<file path="config.mk">
export PLATFORM = sky130hd
export DESIGN_NAME = flc_lfo
export DESIGN_NICKNAME = d
export VERILOG_FILES = /design/src/design/flc_pkg.sv /design/src/design/flc_lfo.sv
export SDC_FILE = /design/constraint.sdc
export NUM_CORES = 1
export LEC_CHECK = 0
export BUFFER_PORTS_ARGS = -buffer_cell sky130_fd_sc_hd__buf_4
export CAP_MARGIN = 20
export CORE_UTILIZATION = 60
export DETAILED_ROUTE_END_ITERATION = 7
export PLACE_DENSITY = 0.81
export SLEW_MARGIN = 20
export SYNTH_ARGS = -nofsm -noshare
export SYNTH_HDL_FRONTEND = slang
export SYNTH_SLANG_ARGS = --single-unit
</file>
<file path="constraint.sdc">
create_clock -name vclk -period 18
set_input_delay 3.6 -clock vclk [all_inputs]
set_output_delay 3.6 -clock vclk [all_outputs]
set_load 0.05 [all_outputs]
</file>
<file path="src/design/flc_pkg.sv">
`default_nettype none

package flc_pkg;

	// Field and state widths
	localparam int SAMPLE_W    = 24;
	localparam int PHASE_W     = 24;
	localparam int ADDR_W      = 11;
	localparam int DELAY_DEPTH = 1 << ADDR_W;
	localparam int FRAC_W      = 16;
	localparam int DELAY_W     = 27;
	localparam int INC_W       = 24;
	localparam int GAIN_W      = 16;
	localparam int LFO_W       = 17;
	localparam int IDX_W       = 3;
	localparam int CFG_DATA_W  = 27;
	localparam int SWEEP_P_W   = DELAY_W + LFO_W;
	localparam int POS_W       = ADDR_W + FRAC_W;

	// Datapath widths: coefficients, Horner accumulator, multiplier, dry/wet sum
	localparam int CW    = SAMPLE_W + 4;
	localparam int TW    = SAMPLE_W + 6;
	localparam int MB_W  = GAIN_W + 1;
	localparam int MP_W  = TW + MB_W;
	localparam int SUM_W = SAMPLE_W + 9;

	typedef enum logic [IDX_W-1:0] {
		REG_BASE_DELAY  = 3'd0,
		REG_SWEEP_WIDTH = 3'd1,
		REG_PHASE_INC   = 3'd2,
		REG_MIX_DEPTH   = 3'd3,
		REG_FEEDBACK    = 3'd4,
		REG_INVERT_WET  = 3'd5,
		REG_LFO_SHAPE   = 3'd6
	} reg_idx_t;

	typedef enum logic [1:0] {
		SHAPE_SINE     = 2'd0,
		SHAPE_TRIANGLE = 2'd1,
		SHAPE_SAW      = 2'd2,
		SHAPE_INV_SAW  = 2'd3
	} lfo_shape_t;

	localparam logic [DELAY_W-1:0] BASE_DELAY_RST  = 27'd23592960;
	localparam logic [DELAY_W-1:0] SWEEP_WIDTH_RST = 27'd3145728;
	localparam logic [INC_W-1:0]   PHASE_INC_RST   = 24'd349;
	localparam logic [GAIN_W-1:0]  MIX_DEPTH_RST   = 16'd16384;
	localparam logic [GAIN_W-1:0]  FEEDBACK_RST    = 16'd0;

	typedef struct packed {
		logic [DELAY_W-1:0] base_delay;
		logic [DELAY_W-1:0] sweep_width;
		logic [INC_W-1:0]   phase_increment;
		logic [GAIN_W-1:0]  mix_depth;
		logic [GAIN_W-1:0]  feedback_gain;
		logic               invert_wet;
		lfo_shape_t         lfo_shape;
	} cfg_t;

	typedef struct packed {
		logic                we;
		logic [ADDR_W-1:0]   waddr;
		logic [SAMPLE_W-1:0] wdata;
		logic [ADDR_W-1:0]   raddr;
	} mem_req_t;

	typedef enum logic [3:0] {
		ST_IDLE,
		ST_SWEEP,
		ST_POS,
		ST_RD0,
		ST_RD1,
		ST_RD2,
		ST_RD3,
		ST_COEF,
		ST_H1,
		ST_H2,
		ST_H3,
		ST_WMIX,
		ST_WFB
	} state_t;

	// Quarter-wave sine, round(65536*sin(k*pi/32)) for k = 0..16
	function automatic logic [LFO_W-1:0] sine_quarter(input logic [4:0] k);
		logic [LFO_W-1:0] r;
		case (k)
			5'd0:    r = 17'd0;
			5'd1:    r = 17'd6424;
			5'd2:    r = 17'd12785;
			5'd3:    r = 17'd19024;
			5'd4:    r = 17'd25080;
			5'd5:    r = 17'd30893;
			5'd6:    r = 17'd36410;
			5'd7:    r = 17'd41576;
			5'd8:    r = 17'd46341;
			5'd9:    r = 17'd50660;
			5'd10:   r = 17'd54491;
			5'd11:   r = 17'd57798;
			5'd12:   r = 17'd60547;
			5'd13:   r = 17'd62714;
			5'd14:   r = 17'd64277;
			5'd15:   r = 17'd65220;
			default: r = 17'd65536;
		endcase
		return r;
	endfunction

	// Clamp a wide signed sum to the sample range
	function automatic logic signed [SAMPLE_W-1:0] saturate(input logic signed [SUM_W-1:0] v);
		logic signed [SAMPLE_W-1:0] r;
		if ((&v[SUM_W-1:SAMPLE_W-1]) || !(|v[SUM_W-1:SAMPLE_W-1])) begin
			r = v[SAMPLE_W-1:0];
		end else if (v[SUM_W-1]) begin
			r = {1'b1, {(SAMPLE_W-1){1'b0}}};
		end else begin
			r = {1'b0, {(SAMPLE_W-1){1'b1}}};
		end
		return r;
	endfunction

endpackage

`default_nettype wire

</file>
<file path="src/design/flc_lfo.sv">
`default_nettype none

module flc_lfo (
	input  wire logic [15:0]                 phase,
	input  wire flc_pkg::lfo_shape_t         shape,
	output logic [flc_pkg::LFO_W-1:0]        lfo
);

	logic [1:0]                 quad;
	logic [14:0]                x;
	logic [4:0]                 k;
	logic [9:0]                 frac;
	logic [flc_pkg::LFO_W-1:0]  lo_val;
	logic [flc_pkg::LFO_W-1:0]  hi_val;
	logic [12:0]                diff;
	logic [22:0]                step;
	logic [flc_pkg::LFO_W-1:0]  s;
	logic [flc_pkg::LFO_W-1:0]  half;
	logic [17:0]                p2;
	logic [17:0]                tri_v;
	logic [17:0]                inv_v;

	// Sine: fold onto the quarter wave, interpolate between table points
	always_comb begin
		quad = phase[15:14];
		x    = {1'b0, phase[13:0]};
		if (quad[0]) begin
			x = 15'd16384 - x;
		end
		k      = x[14:10];
		frac   = x[9:0];
		lo_val = flc_pkg::sine_quarter(k);
		hi_val = flc_pkg::sine_quarter(k + 5'd1);
		diff   = 13'(hi_val - lo_val);
		step   = diff * frac;
		s      = k[4] ? 17'd65536 : lo_val + {4'd0, step[22:10]};
		half   = {1'b0, s[16:1]};
	end

	always_comb begin
		p2 = {1'b0, phase, 1'b0};
		if (phase < 16'd16384) begin
			tri_v = 18'd32768 + p2;
		end else if (phase < 16'd49152) begin
			tri_v = 18'd98304 - p2;
		end else begin
			tri_v = p2 - 18'd98304;
		end
		if (!phase[15]) begin
			inv_v = 18'd32768 - {2'b0, phase};
		end else begin
			inv_v = 18'd98304 - {2'b0, phase};
		end
	end

	always_comb begin
		case (shape)
			flc_pkg::SHAPE_SINE:     lfo = quad[1] ? 17'd32768 - half : 17'd32768 + half;
			flc_pkg::SHAPE_TRIANGLE: lfo = tri_v[16:0];
			flc_pkg::SHAPE_SAW:      lfo = {1'b0, ~phase[15], phase[14:0]};
			flc_pkg::SHAPE_INV_SAW:  lfo = inv_v[16:0];
			default:                 lfo = 17'd32768;
		endcase
	end

endmodule

`default_nettype wire

</file>
==> load_flow_metrics.sql <==
INSERT INTO impl_metrics (metric_group, metric, value, unit) VALUES
('run', 'timing.max_cap.violations', '0', ''),
('placed_design', 'dp_wirelength', '19.9', 'mm'),
('logic_synthesis', 'post_synth_adder_cell_area', '0.366', ''),
('setup_path', 'slowest_delay', '0.63', 'ns'),
('logic_synthesis', 'ys.warnings.count', '0', ''),
('clock_network', 'post_cts_hold_buffer_count', '0', ''),
('sta', 'report.final.setup_viol', '13', ''),
('sta', 'timing.final.hold_violations', '0', ''),
('route', 'antenna_violating_nets_post_route', '0', ''),
('layout', 'flops_and_latches', '0', ''),
('die', 'core.rowCount', '41', ''),
('setup_path', 'cp-startpoint', 'phase[9]', ''),
('logic_synthesis', 'synth_top_family_by_area', 'adder cells', ''),
('sta', 'hold_slack', '7.73', 'ns'),
('sta', 'final.min_clock_period', '19.42', 'ns'),
('sta', 'fmaxAchievable', '51.5', 'MHz'),
('placed_design', 'buffer_ports.inserted', '35', ''),
('die', 'design.die.area', '0.0136', 'mm^2'),
('setup_path', 'cp.buffers_inverters', '13', ''),
('logic_synthesis', 'synth_cell_types', '89', ''),
('layout', 'fillCellCount', '661', ''),
('logic_synthesis', 'seq_area_frac_synth', '0', ''),
('die', 'coreArea', '0.0127', 'mm^2'),
('global_routing', 'vias_in_the_first_global_route', '8662', ''),
('layout', 'clk_buffers', '0', ''),
('die', 'initial_utilization', '0.621', ''),
('global_routing', 'grt.overflow.total', '0', ''),
('setup_path', 'cell_type_group_with_the_largest_total_delay_on_the_critical_path', 'adder cells', ''),
('layout', 'design.final.nets', '1467', ''),
('layout', 'most_used_cells_in_the_layout_excluding_fill_and_tap_cells', '246 x buf_4, 120 x nor2_1, 111 x nand2_1', ''),
('route', 'drt-wirelength-per-cell', '23.0', 'um'),
('logic_synthesis', 'mean_instance_size_in_the_synthesized_netlist', '7.44', 'um^2'),
('sta', 'slew_headroom', '0.393', ''),
('sta', 'final-max-slew-violation-count', '0', ''),
('sta', 'layout_setup_ws', '-1.42', 'ns'),
('placed_design', 'finalWeightedCongestion', '0.976', ''),
('logic_synthesis', 'synthXorXnorAreaFrac', '0.0863', ''),
('route', 'drt_first_iter_violations', '1481', ''),
('route', 'drc_errors', '0', ''),
('route', 'firstDrtPassIters', '6', ''),
('hold_path', 'min-delay-start', 'shape[1]', ''),
('die', 'chipHeight', '117', 'um'),
('logic_synthesis', 'syn-instance-count', '1062', ''),
('outcome', 'outcome', 'finished, violations left', ''),
('sta', 'tightestPinTransition', '0.906', 'ns'),
('setup_path', 'data_required_time_at_the_worst_endpoint', '14.40', 'ns'),
('route', 'via_count', '9690', ''),
('layout', 'multiInputGateArea', '0.00796', 'mm^2'),
('layout', 'layout-drive-gt1-share', '0.355', ''),
('global_routing', 'grtUsageTotal', '0.385', ''),
('setup_path', 'crit_fanout', '5', ''),
('global_routing', 'antenna_found_initial', '1', ''),
('die', 'floorplan.io_pins', '35', ''),
('logic_synthesis', 'post_synth_mux_area_share', '0.0131', ''),
('logic_synthesis', 'summed_instance_area_of_the_synthesized_netlist', '0.00790', 'mm^2'),
('die', 'die-width', '117', 'um'),
('setup_path', 'setup.worst_path.end_class', 'output port', ''),
('logic_synthesis', 'syn-num-nets', '1258', ''),
('setup_path', 'crit_type', 'in2out', ''),
('layout', 'most_common_cell_after_layout_fill_and_taps_aside', 'buf_4', ''),
('layout', 'p_r_area_growth_vs_syn', '36.3', '%'),
('setup_path', 'path_common_cell', 'buf_4', ''),
('route', 'drt-total-wl', '33.2', 'mm'),
('hold_path', 'hold_path.class', 'in2out', ''),
('logic_synthesis', 'synth_compound_gate_area_share', '0.170', ''),
('global_routing', 'wire_length_of_the_first_global_routing_pass', '41.2', 'mm'),
('setup_path', 'crit_slowest_cell', 'fa_2', ''),
('logic_synthesis', 'simple_gate_portion_of_the_synthesized_area', '0.261', ''),
('layout', 'register_area', '0', 'um^2'),
('sta', 'share_of_the_cycle_needed_by_the_critical_path_after_routing', '1.08', ''),
('sta', 'final.setup.tns', '-14.96', 'ns'),
('setup_path', 'cp_data_arrival_time', '15.82', 'ns'),
('route', 'detail_route.vias_per_cell', '6.72', ''),
('global_routing', 'grt_start_max_net_pins', '32', ''),
('layout', 'diodes', '0', ''),
('placed_design', 'post-place-ws', '-0.653', 'ns'),
('outcome', 'violations', 'setup timing', ''),
('sta', 'setup_repair_after_global_routing_missed_its_margin', 'yes', ''),
('setup_path', 'worst_setup_path_start_kind', 'primary input', '');
==> per-stage QoR <==
step,util,cells,instance area (um^2)
2_1_floorplan,-,1062,8210
3_3_place_gp,0.762,1397,9700
3_5_place_dp,0.762,1397,9700
4_1_cts,0.796,1420,10100
5_1_grt,0.846,1441,10800
6_report,0.846,1441,10800
==> metal layers <==
layer / GRT usage / vias to the layer above / wire length (um)
met1: 0.468 / 4527 / 11000
met3: 0.0535 / 333 / 4450
met4: 0.220 / 2 / 3200
met5: 0 / - / 28
met2: 0.656 / 853 / 14500
li1: - / 3975 / -
==> cells in the mapped netlist, drive strengths merged, types with 8 or more instances <==
| cell type | n | area (um^2) |
|---|---|---|
| a21oi | 39 | 199 |
| a31oi | 17 | 136 |
| and3 | 8 | 51.3 |
| buf | 13 | 105 |
| clkbuf | 51 | 246 |
| fa | 87 | 1740 |
| ha | 91 | 1140 |
| inv | 114 | 428 |
| nand2 | 121 | 454 |
| nand2b | 24 | 150 |
| nand3 | 17 | 85.1 |
| nor2 | 131 | 492 |
| nor2b | 19 | 119 |
| nor3 | 28 | 161 |
| o211ai | 9 | 86.3 |
| o21a | 8 | 60.1 |
| o21ai | 55 | 275 |
| or2 | 17 | 111 |
| or3 | 8 | 57.6 |
| xnor2 | 42 | 368 |
| xor2 | 35 | 314 |
==> final timing paths <==
check	end	depth (start not counted)	slack [ns]
max	lfo[16]	54	-1.42
min	lfo[6]	4	7.73
==> final cells by class <==
class | count | area share
Timing Repair Buffer | 272 | 0.200
Inverter | 115 | 0.0406
Multi-Input combinational cell | 882 | 0.740
Tap cell | 172 | 0.0200
==> logic make-up (layout without fill, tap and decap cells) <==
group,count (synthesis),count (layout)
buffers and inverters,180,387
AOI/OAI and AO/OA,196,196
and+or+nand+nor,421,421
muxes,9,9
adders and majority gates,179,179
xor gates and xnor gates,77,77
==> what timing repair did <==
item / 4_1_cts / 5_1_grt
gates cloned: 0 / 0
buffers inserted: 25 / 23
endpoints found under the setup margin: 12 / 14
resized for setup: 57 / 104
pin swaps: 61 / 90
Power is left out: the tool's default activity adds up to more than one toggle a clock period on the data nets, which glitch-free logic cannot reach.
