File: src/design/flc_pkg.sv
`default_nettype none

package flc_pkg;

	// Field and state widths
	localparam int SAMPLE_W    = 24;
	localparam int PHASE_W     = 24;
	localparam int ADDR_W      = 11;
	localparam int DELAY_DEPTH = 1 << ADDR_W;
	localparam int FRAC_W      = 16;
	localparam int DELAY_W     = 27;
	localparam int INC_W       = 24;
	localparam int GAIN_W      = 16;
	localparam int LFO_W       = 17;
	localparam int IDX_W       = 3;
	localparam int CFG_DATA_W  = 27;
	localparam int SWEEP_P_W   = DELAY_W + LFO_W;
	localparam int POS_W       = ADDR_W + FRAC_W;

	// Datapath widths: coefficients, Horner accumulator, multiplier, dry/wet sum
	localparam int CW    = SAMPLE_W + 4;
	localparam int TW    = SAMPLE_W + 6;
	localparam int MB_W  = GAIN_W + 1;
	localparam int MP_W  = TW + MB_W;
	localparam int SUM_W = SAMPLE_W + 9;

	typedef enum logic [IDX_W-1:0] {
		REG_BASE_DELAY  = 3'd0,
		REG_SWEEP_WIDTH = 3'd1,
		REG_PHASE_INC   = 3'd2,
		REG_MIX_DEPTH   = 3'd3,
		REG_FEEDBACK    = 3'd4,
		REG_INVERT_WET  = 3'd5,
		REG_LFO_SHAPE   = 3'd6
	} reg_idx_t;

	typedef enum logic [1:0] {
		SHAPE_SINE     = 2'd0,
		SHAPE_TRIANGLE = 2'd1,
		SHAPE_SAW      = 2'd2,
		SHAPE_INV_SAW  = 2'd3
	} lfo_shape_t;

	localparam logic [DELAY_W-1:0] BASE_DELAY_RST  = 27'd23592960;
	localparam logic [DELAY_W-1:0] SWEEP_WIDTH_RST = 27'd3145728;
	localparam logic [INC_W-1:0]   PHASE_INC_RST   = 24'd349;
	localparam logic [GAIN_W-1:0]  MIX_DEPTH_RST   = 16'd16384;
	localparam logic [GAIN_W-1:0]  FEEDBACK_RST    = 16'd0;

	typedef struct packed {
		logic [DELAY_W-1:0] base_delay;
		logic [DELAY_W-1:0] sweep_width;
		logic [INC_W-1:0]   phase_increment;
		logic [GAIN_W-1:0]  mix_depth;
		logic [GAIN_W-1:0]  feedback_gain;
		logic               invert_wet;
		lfo_shape_t         lfo_shape;
	} cfg_t;

	typedef struct packed {
		logic                we;
		logic [ADDR_W-1:0]   waddr;
		logic [SAMPLE_W-1:0] wdata;
		logic [ADDR_W-1:0]   raddr;
	} mem_req_t;

	typedef enum logic [3:0] {
		ST_IDLE,
		ST_SWEEP,
		ST_POS,
		ST_RD0,
		ST_RD1,
		ST_RD2,
		ST_RD3,
		ST_COEF,
		ST_H1,
		ST_H2,
		ST_H3,
		ST_WMIX,
		ST_WFB
	} state_t;

	// Quarter-wave sine, round(65536*sin(k*pi/32)) for k = 0..16
	function automatic logic [LFO_W-1:0] sine_quarter(input logic [4:0] k);
		logic [LFO_W-1:0] r;
		case (k)
			5'd0:    r = 17'd0;
			5'd1:    r = 17'd6424;
			5'd2:    r = 17'd12785;
			5'd3:    r = 17'd19024;
			5'd4:    r = 17'd25080;
			5'd5:    r = 17'd30893;
			5'd6:    r = 17'd36410;
			5'd7:    r = 17'd41576;
			5'd8:    r = 17'd46341;
			5'd9:    r = 17'd50660;
			5'd10:   r = 17'd54491;
			5'd11:   r = 17'd57798;
			5'd12:   r = 17'd60547;
			5'd13:   r = 17'd62714;
			5'd14:   r = 17'd64277;
			5'd15:   r = 17'd65220;
			default: r = 17'd65536;
		endcase
		return r;
	endfunction

	// Clamp a wide signed sum to the sample range
	function automatic logic signed [SAMPLE_W-1:0] saturate(input logic signed [SUM_W-1:0] v);
		logic signed [SAMPLE_W-1:0] r;
		if ((&v[SUM_W-1:SAMPLE_W-1]) || !(|v[SUM_W-1:SAMPLE_W-1])) begin
			r = v[SAMPLE_W-1:0];
		end else if (v[SUM_W-1]) begin
			r = {1'b1, {(SAMPLE_W-1){1'b0}}};
		end else begin
			r = {1'b0, {(SAMPLE_W-1){1'b1}}};
		end
		return r;
	endfunction

endpackage

`default_nettype wire

File: src/design/flc_if.sv
`default_nettype none


interface flc_cfg_if;
	logic                              valid;
	logic                              ready;
	logic [flc_pkg::IDX_W-1:0]         index;
	logic [flc_pkg::CFG_DATA_W-1:0]    data;

	modport source (output valid, output index, output data, input ready);
	modport sink   (input valid, input index, input data, output ready);
endinterface

`default_nettype wire

File: src/design/flc_cfg_regs.sv
`default_nettype none

module flc_cfg_regs (
	input  wire logic          clk,
	input  wire logic          arst_n,
	flc_cfg_if.sink            cfg,
	output flc_pkg::cfg_t      regs
);

	flc_pkg::cfg_t regs_q;

	assign cfg.ready = 1'b1;
	assign regs      = regs_q;

	always_ff @(posedge clk or negedge arst_n) begin
		if (!arst_n) begin
			regs_q.base_delay      <= flc_pkg::BASE_DELAY_RST;
			regs_q.sweep_width     <= flc_pkg::SWEEP_WIDTH_RST;
			regs_q.phase_increment <= flc_pkg::PHASE_INC_RST;
			regs_q.mix_depth       <= flc_pkg::MIX_DEPTH_RST;
			regs_q.feedback_gain   <= flc_pkg::FEEDBACK_RST;
			regs_q.invert_wet      <= 1'b0;
			regs_q.lfo_shape       <= flc_pkg::SHAPE_TRIANGLE;
		end else if (cfg.valid) begin
			case (cfg.index)
				flc_pkg::REG_BASE_DELAY:  regs_q.base_delay <= cfg.data[flc_pkg::DELAY_W-1:0];
				flc_pkg::REG_SWEEP_WIDTH: regs_q.sweep_width <= cfg.data[flc_pkg::DELAY_W-1:0];
				flc_pkg::REG_PHASE_INC:   regs_q.phase_increment <= cfg.data[flc_pkg::INC_W-1:0];
				flc_pkg::REG_MIX_DEPTH:   regs_q.mix_depth <= cfg.data[flc_pkg::GAIN_W-1:0];
				flc_pkg::REG_FEEDBACK:    regs_q.feedback_gain <= cfg.data[flc_pkg::GAIN_W-1:0];
				flc_pkg::REG_INVERT_WET:  regs_q.invert_wet <= cfg.data[0];
				flc_pkg::REG_LFO_SHAPE:   regs_q.lfo_shape <= flc_pkg::lfo_shape_t'(cfg.data[1:0]);
				default: begin
					// unmapped index: drop the write
				end
			endcase
		end
	end

endmodule

`default_nettype wire

File: src/flat_wrapper.sv
// flat-port wrapper written by rule: the top's interface ports become plain ports
module flc_cfg_regs_flat 
  (clk, arst_n, regs, cfg_valid, cfg_index, cfg_data, cfg_ready);
  flc_cfg_if cfg_i ();
  input  wire logic clk;
  input  wire logic arst_n;
  output flc_pkg::cfg_t regs;
  input wire logic [$bits(cfg_i.valid)-1:0] cfg_valid;
  input wire logic [$bits(cfg_i.index)-1:0] cfg_index;
  input wire logic [$bits(cfg_i.data)-1:0] cfg_data;
  output wire logic [$bits(cfg_i.ready)-1:0] cfg_ready;
  assign cfg_i.valid = cfg_valid;
  assign cfg_i.index = cfg_index;
  assign cfg_i.data = cfg_data;
  assign cfg_ready = cfg_i.ready;
  flc_cfg_regs u_core (.clk(clk), .arst_n(arst_n), .cfg(cfg_i), .regs(regs));
endmodule
File: config.mk
export PLATFORM = sky130hd
export DESIGN_NAME = flc_cfg_regs_flat
export DESIGN_NICKNAME = d
export VERILOG_FILES = /design/src/design/flc_pkg.sv /design/src/design/flc_if.sv /design/src/design/flc_cfg_regs.sv /design/src/flat_wrapper.sv
export SDC_FILE = /design/constraint.sdc
export NUM_CORES = 1
export LEC_CHECK = 0
export BUFFER_PORTS_ARGS = -buffer_cell sky130_fd_sc_hd__clkbuf_2
export CAP_MARGIN = 30
export CORE_ASPECT_RATIO = 1.75
export CORE_MARGIN = 5
export CORE_UTILIZATION = 55
export CTS_BUF_LIST = sky130_fd_sc_hd__clkbuf_4
export DETAILED_ROUTE_END_ITERATION = 8
export PLACE_DENSITY = 0.95
export SYNTH_ARGS = -nofsm -noshare
export SYNTH_HDL_FRONTEND = slang
export SYNTH_SLANG_ARGS = --single-unit
File: constraint.sdc
create_clock -name clk -period 2.4 [get_ports clk]
set_clock_uncertainty 0.05 [all_clocks]
set_input_delay 0.24 -clock clk [delete_from_list [all_inputs] [get_ports clk]]
set_output_delay 0.24 -clock clk [all_outputs]
set_load 0.03 [all_outputs]
==> results.md <==
- Post-synthesis xor/xnor area fraction: 0%
- GRT overflow: 0
- Mapped cell area: 4310 µm²
- Critical path class: reg2out
- Clock-pin transition on the worst setup and hold timing paths: 0.10 ns
- Number of global-route vias before repair: 3,251
- Hold/Removal Path Class: in2async
- RSZ-0062 raised after global routing: no
- Area delta synth->final: 31.7%
- Fmax: 0.647 GHz
- Final count of pins violating max slew: 0
- Final hold vios: 0
- DR vias/cell: 5.36
- Worst setup path start: u_core.regs[33]
- HPWL after DPL: 7130 µm
- Clk network pwr share: 22.0%
- CTS Root Buffer Type: clkbuf_4
- CTS buffer count: 17
- Total track usage: 22.7%
- Comb pwr share: 33.3%
- Status: completed
- Vias post-DR: 2,864
- Power, Total: 5.82 mW
- Max reg flops: 113
- Max VDD drop: 0.610 mV
- Fin crit period: 1.55 ns
- Data arrival, critical path: 1.26 ns
- Worst setup slack after placement: 0.671 ns
- Final Util: 74.5%
- Post-Synth Adder-Cell Area: 0%
- Share of layout cells above drive strength 1: 69.4%
- Clk_lat worst skew: 0.49 ns
- Tightest Pin Transition: 0.607 ns
- Largest family of logic cells by synthesized area: multiplexers
- CP max-delay cell: dfstp_2
- WL final: 10,500 µm
- PnR worst setup slack: 0.855 ns
- Seq pwr share: 44.7%
- Worst r2r src: u_core.regs[49]
- Synthesized Nets: 279
- Leakage: 2.73 nW
- Critical path launch point type: register
- Net Sw Frac: 37.9%
- Vert. Die Dim: 127 µm
- Critical Path, Cell by Cell: clkbuf_2
- Initial DRT Pass Iterations: 4
- Syn_area_per_cell: 17.5 µm²
- Post-DR wirelength/cell: 19.6 µm
- Port Buf Inserts: 145
- CP Capture Type: primary output
- CTS tree: done
- Mapped Cells: 246
- DIE AREA: 9780 µm²
- Top delay family on crit path: flip-flops
- Crit share post-route: 64.4%
- Clk buf depth: 2
- H-tree levels: 4
- DRC: 0
- Worst Path Max Fanout: 2
- Warnings from Yosys: 0
- Post-synthesis simple-gate area fraction: 2.12%
- Sequential-to-total area share from yosys stat: 66.0%
- Cell variety after synth: 13
- Pin count of the biggest net entering global routing: 58
- Width of the die: 76.9 µm
- Initial Util: 56.6%
- RD Place Congestion: 0.792
- Critical Path RT: 2.11 ns
- WP buf/inv: 1
- Pwr dens: 1020 nW/µm²
- First-pass GRT wire length: 17,000 µm
- Max-Cap Viols: 0
- Core Area: 7620 µm²
- Mux cell area share after synthesis: 29.5%
- Compound-cell area share of the yosys netlist: 0%
- FP Rows: 42
- Clock Sinks: 113
- Number of synthesized register bits: 113
- Setup violators final: 0
- Int Power: 3.61 mW
- Max incr delay on CP: 0.54 ns
- Setup_tns: 0 ns
- Psw: 2.20 mW
- Initial antenna violation count: 1
- Relative max-transition margin: 59.4%
- I/O Pins: 147
- Drt first-iter violations: 106
- Final #Nets: 465
- Post-CTS setup repair buffer count: 0
- Final ANT Viol Nets: 0
cell type report:
| cell class | instances | area, µm² |
|---|---|---|
| Sequential cell | 113 | 2850 |
| Tap cell | 88 | 110 |
| Antenna cell | 1 | 2.50 |
| Fill cell | 455 | 1940 |
| Multi-Input combinational cell | 121 | 1380 |
| Clock buffer | 18 | 135 |
| Clock inverter | 14 | 123 |
| Timing Repair Buffer | 179 | 1080 |
cell usage in the layout (no fill, tap or decap):
| master | count |
|---|---|
| and4bb_2 | 2 |
| buf_12 | 2 |
| buf_4 | 5 |
| bufinv_16 | 2 |
| clkbuf_2 | 144 |
| clkbuf_4 | 18 |
| clkinv_1 | 5 |
| clkinv_2 | 4 |
| clkinv_4 | 1 |
| clkinvlp_4 | 2 |
| conb_1 | 1 |
| dfrtp_1 | 99 |
| dfstp_2 | 14 |
| diode_2 | 1 |
| dlygate4sd3_1 | 28 |
| mux2_1 | 1 |
| mux2_2 | 112 |
| nand4b_1 | 2 |
| nand4b_2 | 1 |
| nor4b_4 | 1 |
| nor4bb_4 | 1 |
Yosys cell counts, drive strengths merged:
cell / count / area [µm²]
and4bb: 2 / 25.0
buf: 12 / 97.6
conb: 1 / 3.75
dfrtp: 99 / 2480
dfstp: 14 / 368
mux2: 113 / 1270
nand4b: 3 / 32.5
nor4b: 1 / 23.8
nor4bb: 1 / 10.0
layer usage:
layer	share of wire (%)	track usage, %	routed length (µm)
met3	4.9	7.25	512
met5	0	0	0
met1	35	23.0	3640
met2	57	41.3	5960
met4	3.3	11.1	346
cells by family after synthesis:
logic type | count (synthesis)
muxes | 113
DFF | 113
and+or+nand+nor | 7
other | 1
buffers and inverters | 12
path summary, 6_finish.rpt:
path / endpoint / slack (ns) / depth (start not counted)
max: regs[33] / 0.85 / 1
min: u_core.regs[89] / 0.13 / 2
max reg2reg: u_core.regs[49] / 1.53 / 1
min reg2reg: u_core.regs[67] / 0.46 / 1
max in group asynchronous: u_core.regs[110] / 1.42 / 3
min in group clk: u_core.regs[2] / 0.14 / 3
per-stage QoR:
stage          hold WS, ns  instance area (µm²)  instances
6_report             0.126                 5680        534
3_5_place_dp         0.114                 5140        473
3_3_place_gp         0.108                 5140        473
4_1_cts             0.0832                 5670        533
5_1_grt              0.105                 5680        534
2_1_floorplan       -0.106                 4310        246
power by group through the flow:
stage | combinational [mW] | sequential (mW) | clock (mW)
2_1_floorplan | 0.402 | 3.45 | 0
6_report | 1.94 | 2.60 | 1.28
3_3_place_gp | 1.86 | 2.60 | 0
3_5_place_dp | 1.91 | 2.63 | 0
5_1_grt | 2.03 | 2.65 | 1.42
4_1_cts | 1.95 | 2.59 | 1.32
what timing repair did:
action	CTS	global route
gates resized for setup	0	0
endpoints found under the hold margin	209	0
hold buffers	28	0
setup endpoints to repair	0	0
Power figures use the tool's default switching activity.
